**config.mk**
```make
export PLATFORM = sky130hd
export DESIGN_NAME = bdq_ctrl
export DESIGN_NICKNAME = d
export VERILOG_FILES = /design/src/bdq_pkg.sv /design/src/bdq_ctrl.sv
export SDC_FILE = /design/constraint.sdc
export NUM_CORES = 1
export LEC_CHECK = 0
export BUFFER_PORTS_ARGS = -buffer_cell sky130_fd_sc_hd__buf_2
export CORE_AREA = 2 2 39 41
export CTS_BUF_LIST = sky130_fd_sc_hd__clkbuf_8
export DETAILED_ROUTE_END_ITERATION = 16
export DIE_AREA = 0 0 41 43
export MAX_ROUTING_LAYER = met4
export PLACE_DENSITY = 0.61
export SYNTH_ARGS = -nofsm -noshare
export SYNTH_HDL_FRONTEND = slang
export SYNTH_SLANG_ARGS = --single-unit
```
**constraint.sdc**
```tcl
create_clock -name i_clk -period 4 [get_ports i_clk]
set_input_delay 0.8 -clock i_clk [delete_from_list [all_inputs] [get_ports i_clk]]
set_output_delay 0.8 -clock i_clk [all_outputs]
set_load 0.05 [all_outputs]
```
**src/bdq_pkg.sv**
```systemverilog
package bdq_pkg;

    // Store geometry
    localparam int DEPTH = 256;
    localparam int AW    = (DEPTH > 1) ? $clog2(DEPTH) : 1;
    localparam int OCC_W = $clog2(DEPTH + 1);
    localparam int DW    = 32;

    // Request action codes
    localparam logic [2:0] ACT_PUSH_FRONT = 3'd0;
    localparam logic [2:0] ACT_PUSH_BACK  = 3'd1;
    localparam logic [2:0] ACT_POP_FRONT  = 3'd2;
    localparam logic [2:0] ACT_POP_BACK   = 3'd3;
    localparam logic [2:0] ACT_SEARCH     = 3'd4;

    // Result status codes
    localparam logic [1:0] ST_DONE  = 2'd0;
    localparam logic [1:0] ST_EMPTY = 2'd1;
    localparam logic [1:0] ST_FULL  = 2'd2;

    typedef enum logic [1:0] {
        S_IDLE,
        S_POP,
        S_SCAN,
        S_OUT
    } t_state;

    typedef enum logic [3:0] {
        OP_NONE,
        OP_PUSH_FRONT,
        OP_PUSH_BACK,
        OP_POP_FRONT,
        OP_POP_BACK,
        OP_POP_TAKE,
        OP_SEARCH_START,
        OP_SEARCH_STEP,
        OP_SET_FULL,
        OP_SET_EMPTY,
        OP_SET_FOUND,
        OP_SET_DONE
    } t_dp_op;

    typedef struct packed {
        t_dp_op op;
    } t_dp_cmd;

    typedef struct packed {
        logic is_empty;
        logic is_full;
        logic match;
        logic scan_end;
    } t_dp_stat;

    // Ring position: (base + offset) modulo DEPTH, both operands below DEPTH
    function automatic logic [AW-1:0] ring_add(input logic [AW-1:0] base,
                                               input logic [AW-1:0] offset);
        logic [AW:0] sum;
        sum = {1'b0, base} + {1'b0, offset};
        if (sum >= (AW+1)'(DEPTH)) begin
            sum = sum - (AW+1)'(DEPTH);
        end
        return sum[AW-1:0];
    endfunction

endpackage

```
**src/bdq_ctrl.sv**
```systemverilog
module bdq_ctrl (
    input  logic              i_clk,
    input  logic              i_rst_n,
    input  logic              i_in_valid,
    output logic              o_in_stall,
    input  logic [2:0]        i_action,
    output logic              o_out_valid,
    input  logic              i_out_stall,
    input  bdq_pkg::t_dp_stat i_stat,
    output bdq_pkg::t_dp_cmd  o_cmd
);

    bdq_pkg::t_state r_state, n_state;

    // State register
    always_ff @(posedge i_clk) begin
        if (!i_rst_n) begin
            r_state <= bdq_pkg::S_IDLE;
        end else begin
            r_state <= n_state;
        end
    end

    // Next state and datapath commands
    always_comb begin
        n_state     = r_state;
        o_cmd.op    = bdq_pkg::OP_NONE;
        o_in_stall  = 1'b1;
        o_out_valid = 1'b0;
        unique case (r_state)
            bdq_pkg::S_IDLE: begin
                o_in_stall = 1'b0;
                if (i_in_valid) begin
                    n_state = bdq_pkg::S_OUT;
                    unique case (i_action)
                        bdq_pkg::ACT_PUSH_FRONT: begin
                            o_cmd.op = i_stat.is_full ? bdq_pkg::OP_SET_FULL
                                                      : bdq_pkg::OP_PUSH_FRONT;
                        end
                        bdq_pkg::ACT_PUSH_BACK: begin
                            o_cmd.op = i_stat.is_full ? bdq_pkg::OP_SET_FULL
                                                      : bdq_pkg::OP_PUSH_BACK;
                        end
                        bdq_pkg::ACT_POP_FRONT: begin
                            if (i_stat.is_empty) begin
                                o_cmd.op = bdq_pkg::OP_SET_EMPTY;
                            end else begin
                                o_cmd.op = bdq_pkg::OP_POP_FRONT;
                                n_state  = bdq_pkg::S_POP;
                            end
                        end
                        bdq_pkg::ACT_POP_BACK: begin
                            if (i_stat.is_empty) begin
                                o_cmd.op = bdq_pkg::OP_SET_EMPTY;
                            end else begin
                                o_cmd.op = bdq_pkg::OP_POP_BACK;
                                n_state  = bdq_pkg::S_POP;
                            end
                        end
                        bdq_pkg::ACT_SEARCH: begin
                            if (i_stat.is_empty) begin
                                o_cmd.op = bdq_pkg::OP_SET_DONE;
                            end else begin
                                o_cmd.op = bdq_pkg::OP_SEARCH_START;
                                n_state  = bdq_pkg::S_SCAN;
                            end
                        end
                        default: begin
                            o_cmd.op = bdq_pkg::OP_SET_DONE;
                        end
                    endcase
                end
            end
            bdq_pkg::S_POP: begin
                // take the read data into the result register
                o_cmd.op = bdq_pkg::OP_POP_TAKE;
                n_state  = bdq_pkg::S_OUT;
            end
            bdq_pkg::S_SCAN: begin
                // compare the entry read last cycle; on no match and no scan end, read the next one
                if (i_stat.match) begin
                    o_cmd.op = bdq_pkg::OP_SET_FOUND;
                    n_state  = bdq_pkg::S_OUT;
                end else if (i_stat.scan_end) begin
                    o_cmd.op = bdq_pkg::OP_SET_DONE;
                    n_state  = bdq_pkg::S_OUT;
                end else begin
                    o_cmd.op = bdq_pkg::OP_SEARCH_STEP;
                end
            end
            bdq_pkg::S_OUT: begin
                o_out_valid = 1'b1;
                if (!i_out_stall) begin
                    n_state = bdq_pkg::S_IDLE;
                end
            end
            default: begin
                n_state = bdq_pkg::S_IDLE;
            end
        endcase
    end

endmodule

```
==> results of run 1 <==
==> power by group <==
group	internal [uW]	switching (uW)	total (uW)
logic	89.1	210	299
clock network	63.5	14.8	78.4
registers	29.9	14.3	44.2
total	182	239	422
==> layout make-up <==
type / count / area, um2 / share of cell area (%)
inverters: 5 / 18.8 / 3.89
repair buffers: 16 / 80.1 / 16.6
clock buffers: 3 / 41.3 / 8.55
flip-flops and latches: 2 / 40.0 / 8.29
multi-input cells: 41 / 283 / 58.5
well taps: 16 / 20.0 / 4.15
==> worst max-delay path: cells and delay by family <==
family          cells  cell delay [ns]
buf+inv             2             0.36
simple gates        2             0.49
compound gates      2             0.17
==> placed cells by master, fill, tap and decap left out, types with 3 or more instances in the layout <==
cell type  synthesis  final
a21oi_1            6      6
buf_2              1     16
clkbuf_8           0      3
ha_1               6      6
inv_1              5      5
nand2_1            3      3
nor2_1             7      7
o21ai_0            4      4
==> per-layer routing <==
| metal | vias up | share of wire (%) | GRT usage (%) |
|---|---|---|---|
| li1 | 213 | - | - |
| met1 | 176 | 51 | 12.7 |
| met2 | 11 | 44 | 13.4 |
| met3 | 0 | 5.2 | 4.71 |
| met4 | 0 | 0 | 4.00 |
| met5 | - | 0 | - |
==> stage by stage <==
| step | cell area (um2) | hold slack (ns) |
|---|---|---|
| finish | 483 | 0.526 |
| floorplan | 347 | 0.483 |
| global placement | 442 | 0.518 |
| global route | 483 | 0.567 |
| CTS | 483 | 0.529 |
| detailed placement | 442 | 0.522 |
==> cells by family (layout without fill, tap and decap cells) <==
kind of cell | after synthesis | after routing | synth area share [%]
and+or+nand+nor | 18 | 18 | 28.9
AOI/OAI and AO/OA | 17 | 17 | 31.0
adders and majority gates | 6 | 6 | 21.7
buffers and inverters | 6 | 24 | 6.86
DFF | 2 | 2 | 11.6
==> path summary, 6_finish.rpt <==
kind                                 from                      end  slack (ns)
hold reg to reg   r_state[1]$_SDFFE_PN0P_  r_state[1]$_SDFFE_PN0P_        0.53
setup reg to reg  r_state[0]$_SDFFE_PN0P_  r_state[1]$_SDFFE_PN0P_        2.26
setup / recovery              i_action[1]                 o_cmd[0]        1.37
hold / removal    r_state[1]$_SDFFE_PN0P_  r_state[1]$_SDFFE_PN0P_        0.53
==> results by group, run 1 <==
Logic synthesis
  – Most common cell in the synthesized netlist: nor2_1
  – Syn Inst Count: 49
  – Synth top cells by count: 7 x nor2_1, 6 x a21oi_1, 6 x ha_1
  – Post-synth ARST share: 0%
  – Cell Area, Synth: 347 um2
  – Sequential area share after synthesis: 11.6%
  – Library cells used by synthesis: 21
  – Register bit count reported by yosys: 2
  – Number of synthesized flops with an enable pin: 0
  – YS warnings: 0
  – Synth area leaders: ha_1 22%, dfxtp_1 12%, a21oi_1 8.7%
  – Synth top area share: between 20 and 25%
  – Syn Area/Cell: approximately 7.1 um2
  – Primary FF master, synth: dfxtp_1
  – Post-Syn Nets: 66
  – Yosys top cell by area: ha_1

Worst setup path
  – Crit path required time: 3.20 ns
  – Register-to-Register Path Depth: 6
  – Worst path max stage delay: 0.39 ns
  – Critical path, cell by cell: buf_2 -> nor4b_1 -> nor2_1 -> o21ai_0 -> a21oi_1 -> buf_2
  – Crit Path Category: in2out
  – Worst path slowest cell: nor4b_1
  – Arrival time at the worst endpoint: 1.83 ns
  – Max FO, Critical Path: 9
  – CP dominant cell by count: buf_2
  – Crit path capture type: primary output
  – CP startpoint kind: input pin

Routing
  – WL/cell: 9.98 um
  – Vias per cell: 4.82
  – 1st-iter DRT viols: 6
  – Residual DRC count: 0
  – Via count: 400
  – DRT Pass-1 Iters: 4
  – Antenna-violating nets left: 0
  – WL final: between 800 and 900 um

Layout
  – Antenna cells: 0
  – NumNets Final: 86
  – Fin util: 34.9%
  – Fin cells: 83
  – Largest Register: r_state
  – P&R area growth vs syn: 39.4%
  – Max reg flops: 2
  – Filler cell count: roughly 160
  – Biggest regs: r_state x2
  – Layout cell share with drive strength beyond 1: 31.3%

Floorplan
  – CORE AREA: 1380 um2
  – I/O pin count: 17
  – Die X: 41 um
  – Rows: 14
  – Die Area: ~1800 um2
  – Die height: 43 um
  – Initial core utilization: 25.0%

Timing
  – Setup TNS Final: 0 ns
  – Fin worst setup slack: 1.37 ns
  – Post-route minimum period: 2.63 ns
  – Worst Max-Slew Pin Slew: roughly 0.36 ns
  – Fin crit share: 65.7%
  – Final slew viol count: 0
  – Fmax: 381 MHz
  – Final setup viols: 0
  – Final Skew: between 0.002 and 0.003 ns
  – RSZ-0062 raised after global routing: no
  – Slew Limit Headroom: 75.5%
  – Final hold viol count: 0

GRT
  – Grt total ovfl: 0
  – Vias in the first global route: between 300 and 400
  – First-pass GRT wire length: 1190 um
  – Initial antenna violation count: 0
  – Largest net degree at the start of global routing: 10
  – GR Util All Layers: about a tenth

Placed design
  – Place WS: 1.39 ns
  – DPL Wire Length: 646 um
  – DP Cell Count: 80
  – PortBufs: 16
  – RD Place Congestion: 0.762

Min path
  – HP Class: reg2reg
  – Cells on Worst Hold Path: 2

Clock network
  – Clock latency at the later pin of the worst-skew pair: 0.21 ns
  – CTS Buf Count: 3
  – Max clock buf depth: 2
  – Post-cts sizing count: 0
  – Clock Sinks: 2
  – Root buffer cell: clkbuf_8
  – CTS tree: done
  – # Post-CTS Setup Buffers: 0
  – Clock Pin Slew Worst Setup and Hold Paths: 0.03 ns
  – Hold-fix buffers, CTS: 0
  – H-tree depth: 1

Power and ir drop
  – Leak: 0.000248 uW
  – PwrDens: 874 nW/um2
  – Maximum VDD drop: 0.328 mV
  – Total power: between 400 and 500 uW

Run
  – Max cap viols: 0

Status
  – Outcome: finished clean
(Power assumes the default switching activity.)
==> inputs of run 2 (changes only) <==
--- a/config.mk
+++ b/config.mk
@@ -11,7 +11,7 @@
 export DETAILED_ROUTE_END_ITERATION = 16
 export DIE_AREA = 0 0 41 43
 export MAX_ROUTING_LAYER = met4
-export PLACE_DENSITY = 0.61
+export PLACE_DENSITY = 0.63
 export SYNTH_ARGS = -nofsm -noshare
 export SYNTH_HDL_FRONTEND = slang
 export SYNTH_SLANG_ARGS = --single-unit
==> constraint.sdc (replaced) <==
create_clock -name i_clk -period 2.3 [get_ports i_clk]
set_input_delay 0.46 -clock i_clk [delete_from_list [all_inputs] [get_ports i_clk]]
set_output_delay 0.46 -clock i_clk [all_outputs]
set_load 0.05 [all_outputs]
==> run 2 against run 1 <==
Hold slack got worse by 0.029 ns. Core utilization is the same. Non-clock buffer count is the same. Sequential share of layout area is the same. Register-to-register slack lost 1.7 ns. Final area unchanged. Largest power group unchanged. Final cell count is the same. Critical path depth up 1. Largest cell class unchanged.
==> results by group, run 2 (same netlist as run 1, synthesis figures left out) <==
Layout
  – Antenna cells: 0 (unchanged)
  – Layout cell share with drive strength beyond 1: 31.3% (unchanged)
  – P&R area growth vs syn: 39.4% (unchanged)
  – NumNets Final: 86 (unchanged)
  – Largest Register: r_state
  – Commonest non-fill, non-tap cell in the layout: buf_2
  – Biggest regs: r_state x2
  – Max reg flops: 2 (unchanged)
  – Filler cell count: 157 (-3.1%)
  – Commonest cells after routing, fill and taps aside: 16 x buf_2, 7 x nor2_1, 6 x a21oi_1, 6 x ha_1, 5 x inv_1

Worst setup path
  – Crit path capture type: primary output
  – Arrival time at the worst endpoint: 1.62 ns (-0.21 ns)
  – Register-to-Register Path Depth: 6 (unchanged)
  – Worst path slowest cell: dfxtp_1
  – Worst path max stage delay: 0.34 ns (-0.05 ns)
  – RR Endpoint: r_state[1]$_SDFFE_PN0P_
  – R2r startpoint: r_state[0]$_SDFFE_PN0P_
  – CP startpoint kind: flop
  – Worst R2R Setup Slack: 0.56 ns (-1.70 ns)
  – Max FO, Critical Path: 5 (-4)
  – Crit path required time: 1.84 ns (-1.36 ns)
  – Crit Path Category: reg2out
  – Critical path, cell by cell: inv_1 -> ha_1 -> nand2_1 -> nor2_1 -> o21ai_0 -> a21oi_1 -> buf_2

Power and ir drop
  – Total power: 732 uW (+74%)
  – PwrDens: 1520 nW/um2 (+74%)
  – Leak: 0.000248 uW (unchanged)
  – Maximum VDD drop: 0.467 mV (+42%)

Floorplan
  – Die height: 43 um (unchanged)
  – CORE AREA: 1380 um2 (unchanged)
  – Initial core utilization: 25.0% (unchanged)
  – Die X: 41 um (unchanged)
  – Die Area: 1760 um2 (unchanged)
  – Rows: 14 (unchanged)
  – I/O pin count: 17 (unchanged)

Timing
  – Final Skew: 0.000437 ns (-0.00216 ns)
  – Fmax: 480 MHz
  – RSZ-0062 raised after global routing: no
  – Post-route minimum period: 2.08 ns
  – Fin crit share: 90.6%
  – Setup TNS Final: 0 ns (unchanged)
  – Final setup viols: 0 (unchanged)
  – Final hold viol count: 0 (unchanged)
  – Slew Limit Headroom: 72.4% (-3.1 points)
  – Worst Max-Slew Pin Slew: 0.408 ns (+0.0459 ns)
  – Fin worst setup slack: 0.216 ns (-1.16 ns)
  – Final slew viol count: 0 (unchanged)

Status
  – Outcome: finished clean

Clock network
  – H-tree depth: 1 (unchanged)
  – Clock latency at the later pin of the worst-skew pair: 0.21 ns (about the same)
  – Hold-fix buffers, CTS: 0 (unchanged)
  – Post-cts sizing count: 0 (unchanged)
  – Root buffer cell: clkbuf_8
  – CTS tree: done
  – # Post-CTS Setup Buffers: 0 (unchanged)
  – Clock Pin Slew Worst Setup and Hold Paths: 0.03 ns (about the same)
  – Clock Sinks: 2 (unchanged)
  – CTS Buf Count: 3 (unchanged)
  – Max clock buf depth: 2 (unchanged)

Placed design
  – RD Place Congestion: 0.726 (-4.7%)
  – Place WS: 0.334 ns (-1.05 ns)
  – PortBufs: 16 (unchanged)

Routing
  – WL final: 795 um (-4.0%)
  – DRT Pass-1 Iters: 2 (-2)
  – Vias per cell: 4.64 (-3.8%)
  – Residual DRC count: 0 (unchanged)
  – 1st-iter DRT viols: 2 (-4)
  – Antenna-violating nets left: 0 (unchanged)
  – WL/cell: 9.58 um (-4.0%)
  – Via count: 385 (-3.8%)

GRT
  – Grt total ovfl: 0 (unchanged)
  – First-pass GRT wire length: 1300 um (+8.7%)
  – Vias in the first global route: 360 (+11%)
  – GR Util All Layers: 11.3% (+1.2 points)
  – Largest net degree at the start of global routing: 10 (unchanged)
  – Initial antenna violation count: 0 (unchanged)

Min path
  – HP Start: i_rst_n
  – HP Class: in2reg
  – Hold EP: r_state[1]$_SDFFE_PN0P_
  – Cells on Worst Hold Path: 2 (unchanged)

Run
  – Max cap viols: 0 (unchanged)
## run 2: critical path: cells and delay by family, from the launching register on
kind | cells | cell delay [ns]
buf+inv | 2 | 0.42
flops | 1 | 0.34
fa+ha+maj | 1 | 0.23
compound gates | 2 | 0.23
simple gates | 2 | 0.19
## run 2: worst max path at each step
stage	from	end	cells past startpoint	slack, ns
after CTS	r_state[1]$_SDFFE_PN0P_	o_cmd[0]	7	0.20
after detailed placement	i_action[1]	o_cmd[3]	6	0.33
after floorplan	r_state[1]$_SDFFE_PN0P_	o_cmd[0]	6	0.16
after global placement	i_action[1]	o_cmd[3]	6	0.37
final	r_state[1]$_SDFFE_PN0P_	o_cmd[0]	7	0.22
after global routing	r_state[1]$_SDFFE_PN0P_	o_cmd[0]	7	0.04
## run 2: stage by stage
stage	hold WS [ns]	std cells	area [um2]	utilization (%)
after CTS	0.495	83	483	34.9
after detailed placement	0.512	80	442	31.9
after global placement	0.509	80	442	31.9
after global routing	0.508	83	483	34.9
after floorplan	0.483	49	347	-
final	0.497	83	483	34.9
## run 2: layer usage
metal  track usage, %  vias up  part of all wire, %
li1                 -      211                    -
met1             12.4      162                   46
met2             16.6       10                   48
met4             10.0        0                  1.9
met3             1.57        2                  4.7
met5                -        -                    0
## run 2: area by class of cell
type	instances	area, um2	share of cell area, %
multi-input cells	41	283	58.5
repair buffers	16	80.1	16.6
clock buffers	3	41.3	8.55
flip-flops and latches	2	40.0	8.29
well taps	16	20.0	4.15
inverters	5	18.8	3.89
## run 2: report_power, final
group / total, uW / switching, uW / leakage (uW) / internal, uW
logic: 518 / 363 / 0.000210 / 155
registers: 75.6 / 23.7 / 0.0000167 / 51.9
clock network: 139 / 28.2 / 0.0000216 / 111
==> inputs of run 3 (changes only) <==
--- a/config.mk
+++ b/config.mk
@@ -5,13 +5,14 @@
 export SDC_FILE = /design/constraint.sdc
 export NUM_CORES = 1
 export LEC_CHECK = 0
+export ABC_AREA = 1
 export BUFFER_PORTS_ARGS = -buffer_cell sky130_fd_sc_hd__buf_2
 export CORE_AREA = 2 2 39 41
 export CTS_BUF_LIST = sky130_fd_sc_hd__clkbuf_8
 export DETAILED_ROUTE_END_ITERATION = 16
 export DIE_AREA = 0 0 41 43
 export MAX_ROUTING_LAYER = met4
-export PLACE_DENSITY = 0.63
+export PLACE_DENSITY = 0.64
 export SYNTH_ARGS = -nofsm -noshare
 export SYNTH_HDL_FRONTEND = slang
 export SYNTH_SLANG_ARGS = --single-unit
==> run 3 against run 2 <==
Clock skew rose by 0.0011 ns. Register-to-register slack gained 0.34 ns. Fmax rose by 3.2%. Synthesized cell count rose by 27%. Total power fell by 5.7%. Final cell count is 17% higher. Sequential power down 6.3%. Combinational power is 6.2% lower. Count of clock-buffer cells in the layout is the same. Critical path depth did not move. Hold slack improved by 0.00078 ns. Highest routed layer is now met3.
==> results by group, run 3 <==
Power and ir drop
  – PwrDens: 1380 nW/um2 (-8.8%)
  – Maximum VDD drop: 0.367 mV (-21%)
  – Leak: 0.000293 uW (+18%)

Clock network
  – Clock Sinks: 2 (unchanged)
  – Post-cts sizing count: 0 (unchanged)
  – Max clock buf depth: 2 (unchanged)
  – CTS tree: done
  – Hold-fix buffers, CTS: 0 (unchanged)
  – Clock Pin Slew Worst Setup and Hold Paths: 0.03 ns (about the same)
  – H-tree depth: 1 (unchanged)
  – CTS Buf Count: 3 (unchanged)
  – Root buffer cell: clkbuf_8
  – # Post-CTS Setup Buffers: 0 (unchanged)
  – Clock latency at the later pin of the worst-skew pair: 0.21 ns (about the same)

Logic synthesis
  – Synth top area share: 22.0% (+0.37 points)
  – Register bit count reported by yosys: 2 (unchanged)
  – Post-synth ARST share: 0% (unchanged)
  – YS warnings: 0 (unchanged)
  – Syn Area/Cell: 5.77 um2 (-18%)
  – Sequential area share after synthesis: 11.2% (-0.36 points)
  – Synth area leaders: nand2_1 22%, ha_1 21%, dfxtp_1 11%
  – Primary FF master, synth: dfxtp_1
  – Yosys top cell by area: nand2_1
  – Cell Area, Synth: 358 um2 (+3.2%)
  – Most common cell in the synthesized netlist: nand2_1
  – Synth top cells by count: 21 x nand2_1, 9 x inv_1, 6 x ha_1
  – Library cells used by synthesis: 15 (-29%)
  – Post-Syn Nets: 79 (+20%)
  – Number of synthesized flops with an enable pin: 0 (unchanged)
  – Syn Inst Count: 62 (+27%)

Worst setup path
  – CP Buf/Inv Count: 3 (+1)
  – Worst path max stage delay: 0.33 ns (about the same)
  – Max FO, Critical Path: 6 (+1)
  – Crit path required time: 1.84 ns (about the same)
  – Register-to-Register Path Depth: 7 (+1)
  – Worst R2R Setup Slack: 0.90 ns (+0.34 ns)
  – Crit Path Category: reg2out
  – Worst path slowest cell: dfxtp_1
  – Crit path from: r_state[1]$_SDFFE_PN0P_
  – Crit path capture type: primary output
  – Delay-heaviest family, CP: buffers and inverters
  – R2r startpoint: r_state[0]$_SDFFE_PN0P_
  – Critical path, cell by cell: inv_1 -> ha_1 -> nand2_1 -> inv_2 -> nand4_1 -> a21oi_1 -> buf_2
  – CP startpoint kind: flop
  – Arrival time at the worst endpoint: 1.56 ns (-0.06 ns)
  – Worst path depth: 7 (unchanged)

Timing
  – Worst hold margin: 0.498 ns (+0.000776 ns)
  – Fin crit share: 87.8% (-2.8 points)
  – Final slew viol count: 0 (unchanged)
  – Worst Max-Slew Pin Slew: 0.249 ns (-0.159 ns)
  – Slew Limit Headroom: 83.5% (+11 points)
  – RSZ-0062 raised after global routing: no
  – Final Skew: 0.00156 ns (+0.00112 ns)
  – Setup TNS Final: 0 ns (unchanged)
  – Post-route minimum period: 2.02 ns (-0.0655 ns)
  – Fmax: 495 MHz (+3.2%)
  – Final hold viol count: 0 (unchanged)
  – Final setup viols: 0 (unchanged)

Layout
  – Antenna cells: 0 (unchanged)
  – Max reg flops: 2 (unchanged)
  – Largest Register: r_state
  – Commonest cells after routing, fill and taps aside: 21 x nand2_1, 16 x buf_2, 9 x inv_1
  – P&R area growth vs syn: 39.5%
  – Biggest regs: r_state x2
  – Commonest non-fill, non-tap cell in the layout: nand2_1
  – NumNets Final: 100 (+16%)
  – Layout cell share with drive strength beyond 1: 29.6% (-1.7 points)

Min path
  – Cells on Worst Hold Path: 3 (+1)
  – HP Class: in2reg
  – HP Start: i_rst_n

Routing
  – 1st-iter DRT viols: 5 (+3)
  – DRT Pass-1 Iters: 4 (+2)
  – Via count: 434 (+13%)
  – Vias per cell: 4.47 (-3.5%)
  – Antenna-violating nets left: 0 (unchanged)
  – WL/cell: 8.40 um (-12%)
  – WL final: 815 um (+2.5%)
  – Residual DRC count: 0 (unchanged)

GRT
  – First-pass GRT wire length: 1350 um (+4.2%)
  – Initial antenna violation count: 0 (unchanged)
  – Largest net degree at the start of global routing: 7 (-3)
  – Grt total ovfl: 0 (unchanged)
  – GR Util All Layers: 11.1% (-0.19 points)
  – Vias in the first global route: 402 (+12%)

Floorplan
  – CORE AREA: 1380 um2 (unchanged)
  – Die height: 43 um (unchanged)
  – I/O pin count: 17 (unchanged)
  – Rows: 14 (unchanged)
  – Die Area: 1760 um2 (unchanged)
  – Die X: 41 um (unchanged)
  – Initial core utilization: 25.9% (+0.81 points)

Placed design
  – DPL Wire Length: 689 um
  – RD Place Congestion: 0.740 (+1.9%)
  – PortBufs: 16 (unchanged)

Run
  – Max cap viols: 0 (unchanged)

Status
  – Outcome: finished clean
-- run 3: cell types whose count changed after synthesis, sizes merged, moves of 2 or more --
cell / previous run / this run
nand2: 3 / 21
nand3: 1 / 4
nand4: 0 / 2
a21boi: 2 / 0
nor3b: 2 / 0
inv: 5 / 10
-- run 3: cell families after synthesis --
| group | after synthesis | synth area share (%) |
|---|---|---|
| compound gates | 10 | 16.1 |
| simple gates | 34 | 41.3 |
| flops | 2 | 11.2 |
| buf+inv | 10 | 10.5 |
| fa+ha+maj | 6 | 21.0 |
-- run 3: final cells by class --
class	count	area (um2)
fill	148	885
multi-input combinational	50	280
timing repair buffer	16	80.1
clock buffer	3	41.3
sequential	2	40.0
inverter	10	37.5
tap	16	20.0
-- run 3: worst min-delay path, cell delays in order --
cell,delay [ns]
buf_2,0.10
nand2_1,0.05
a21oi_1,0.03
-- run 3: worst paths after layout --
path,end
worst max register to register,r_state[0]$_SDFFE_PN0P_
worst min-delay path,r_state[0]$_SDFFE_PN0P_
worst max-delay path,o_cmd[3]
worst min register to register,r_state[0]$_SDFFE_PN0P_
-- run 3: layer usage --
layer / global-route usage (%) / routed length (um) / up-vias
met5: - / 0 / -
met4: 6.00 / 0 / 0
met3: 1.57 / 34 / 0
met2: 18.8 / 428 / 8
met1: 11.5 / 353 / 191
li1: - / - / 235
-- run 3: where the power goes --
part	total [uW]	internal [uW]	switching, uW
logic	486	132	354
clock network	134	110	23.5
registers	70.8	50.5	20.4
total	691	293	398
-- run 3: stage by stage --
| step | std cells | util, % | setup slack [ns] | total power (uW) | instance area, um2 |
|---|---|---|---|---|---|
| final | 97 | 36.1 | 0.281 | 691 | 499 |
| after CTS | 97 | 36.1 | 0.268 | 698 | 499 |
| after global routing | 97 | 36.1 | 0.124 | 743 | 499 |
| after floorplan | 62 | - | 0.235 | 460 | 358 |
| after detailed placement | 94 | 33.1 | 0.455 | 560 | 458 |
| after global placement | 94 | 33.1 | 0.458 | 550 | 458 |
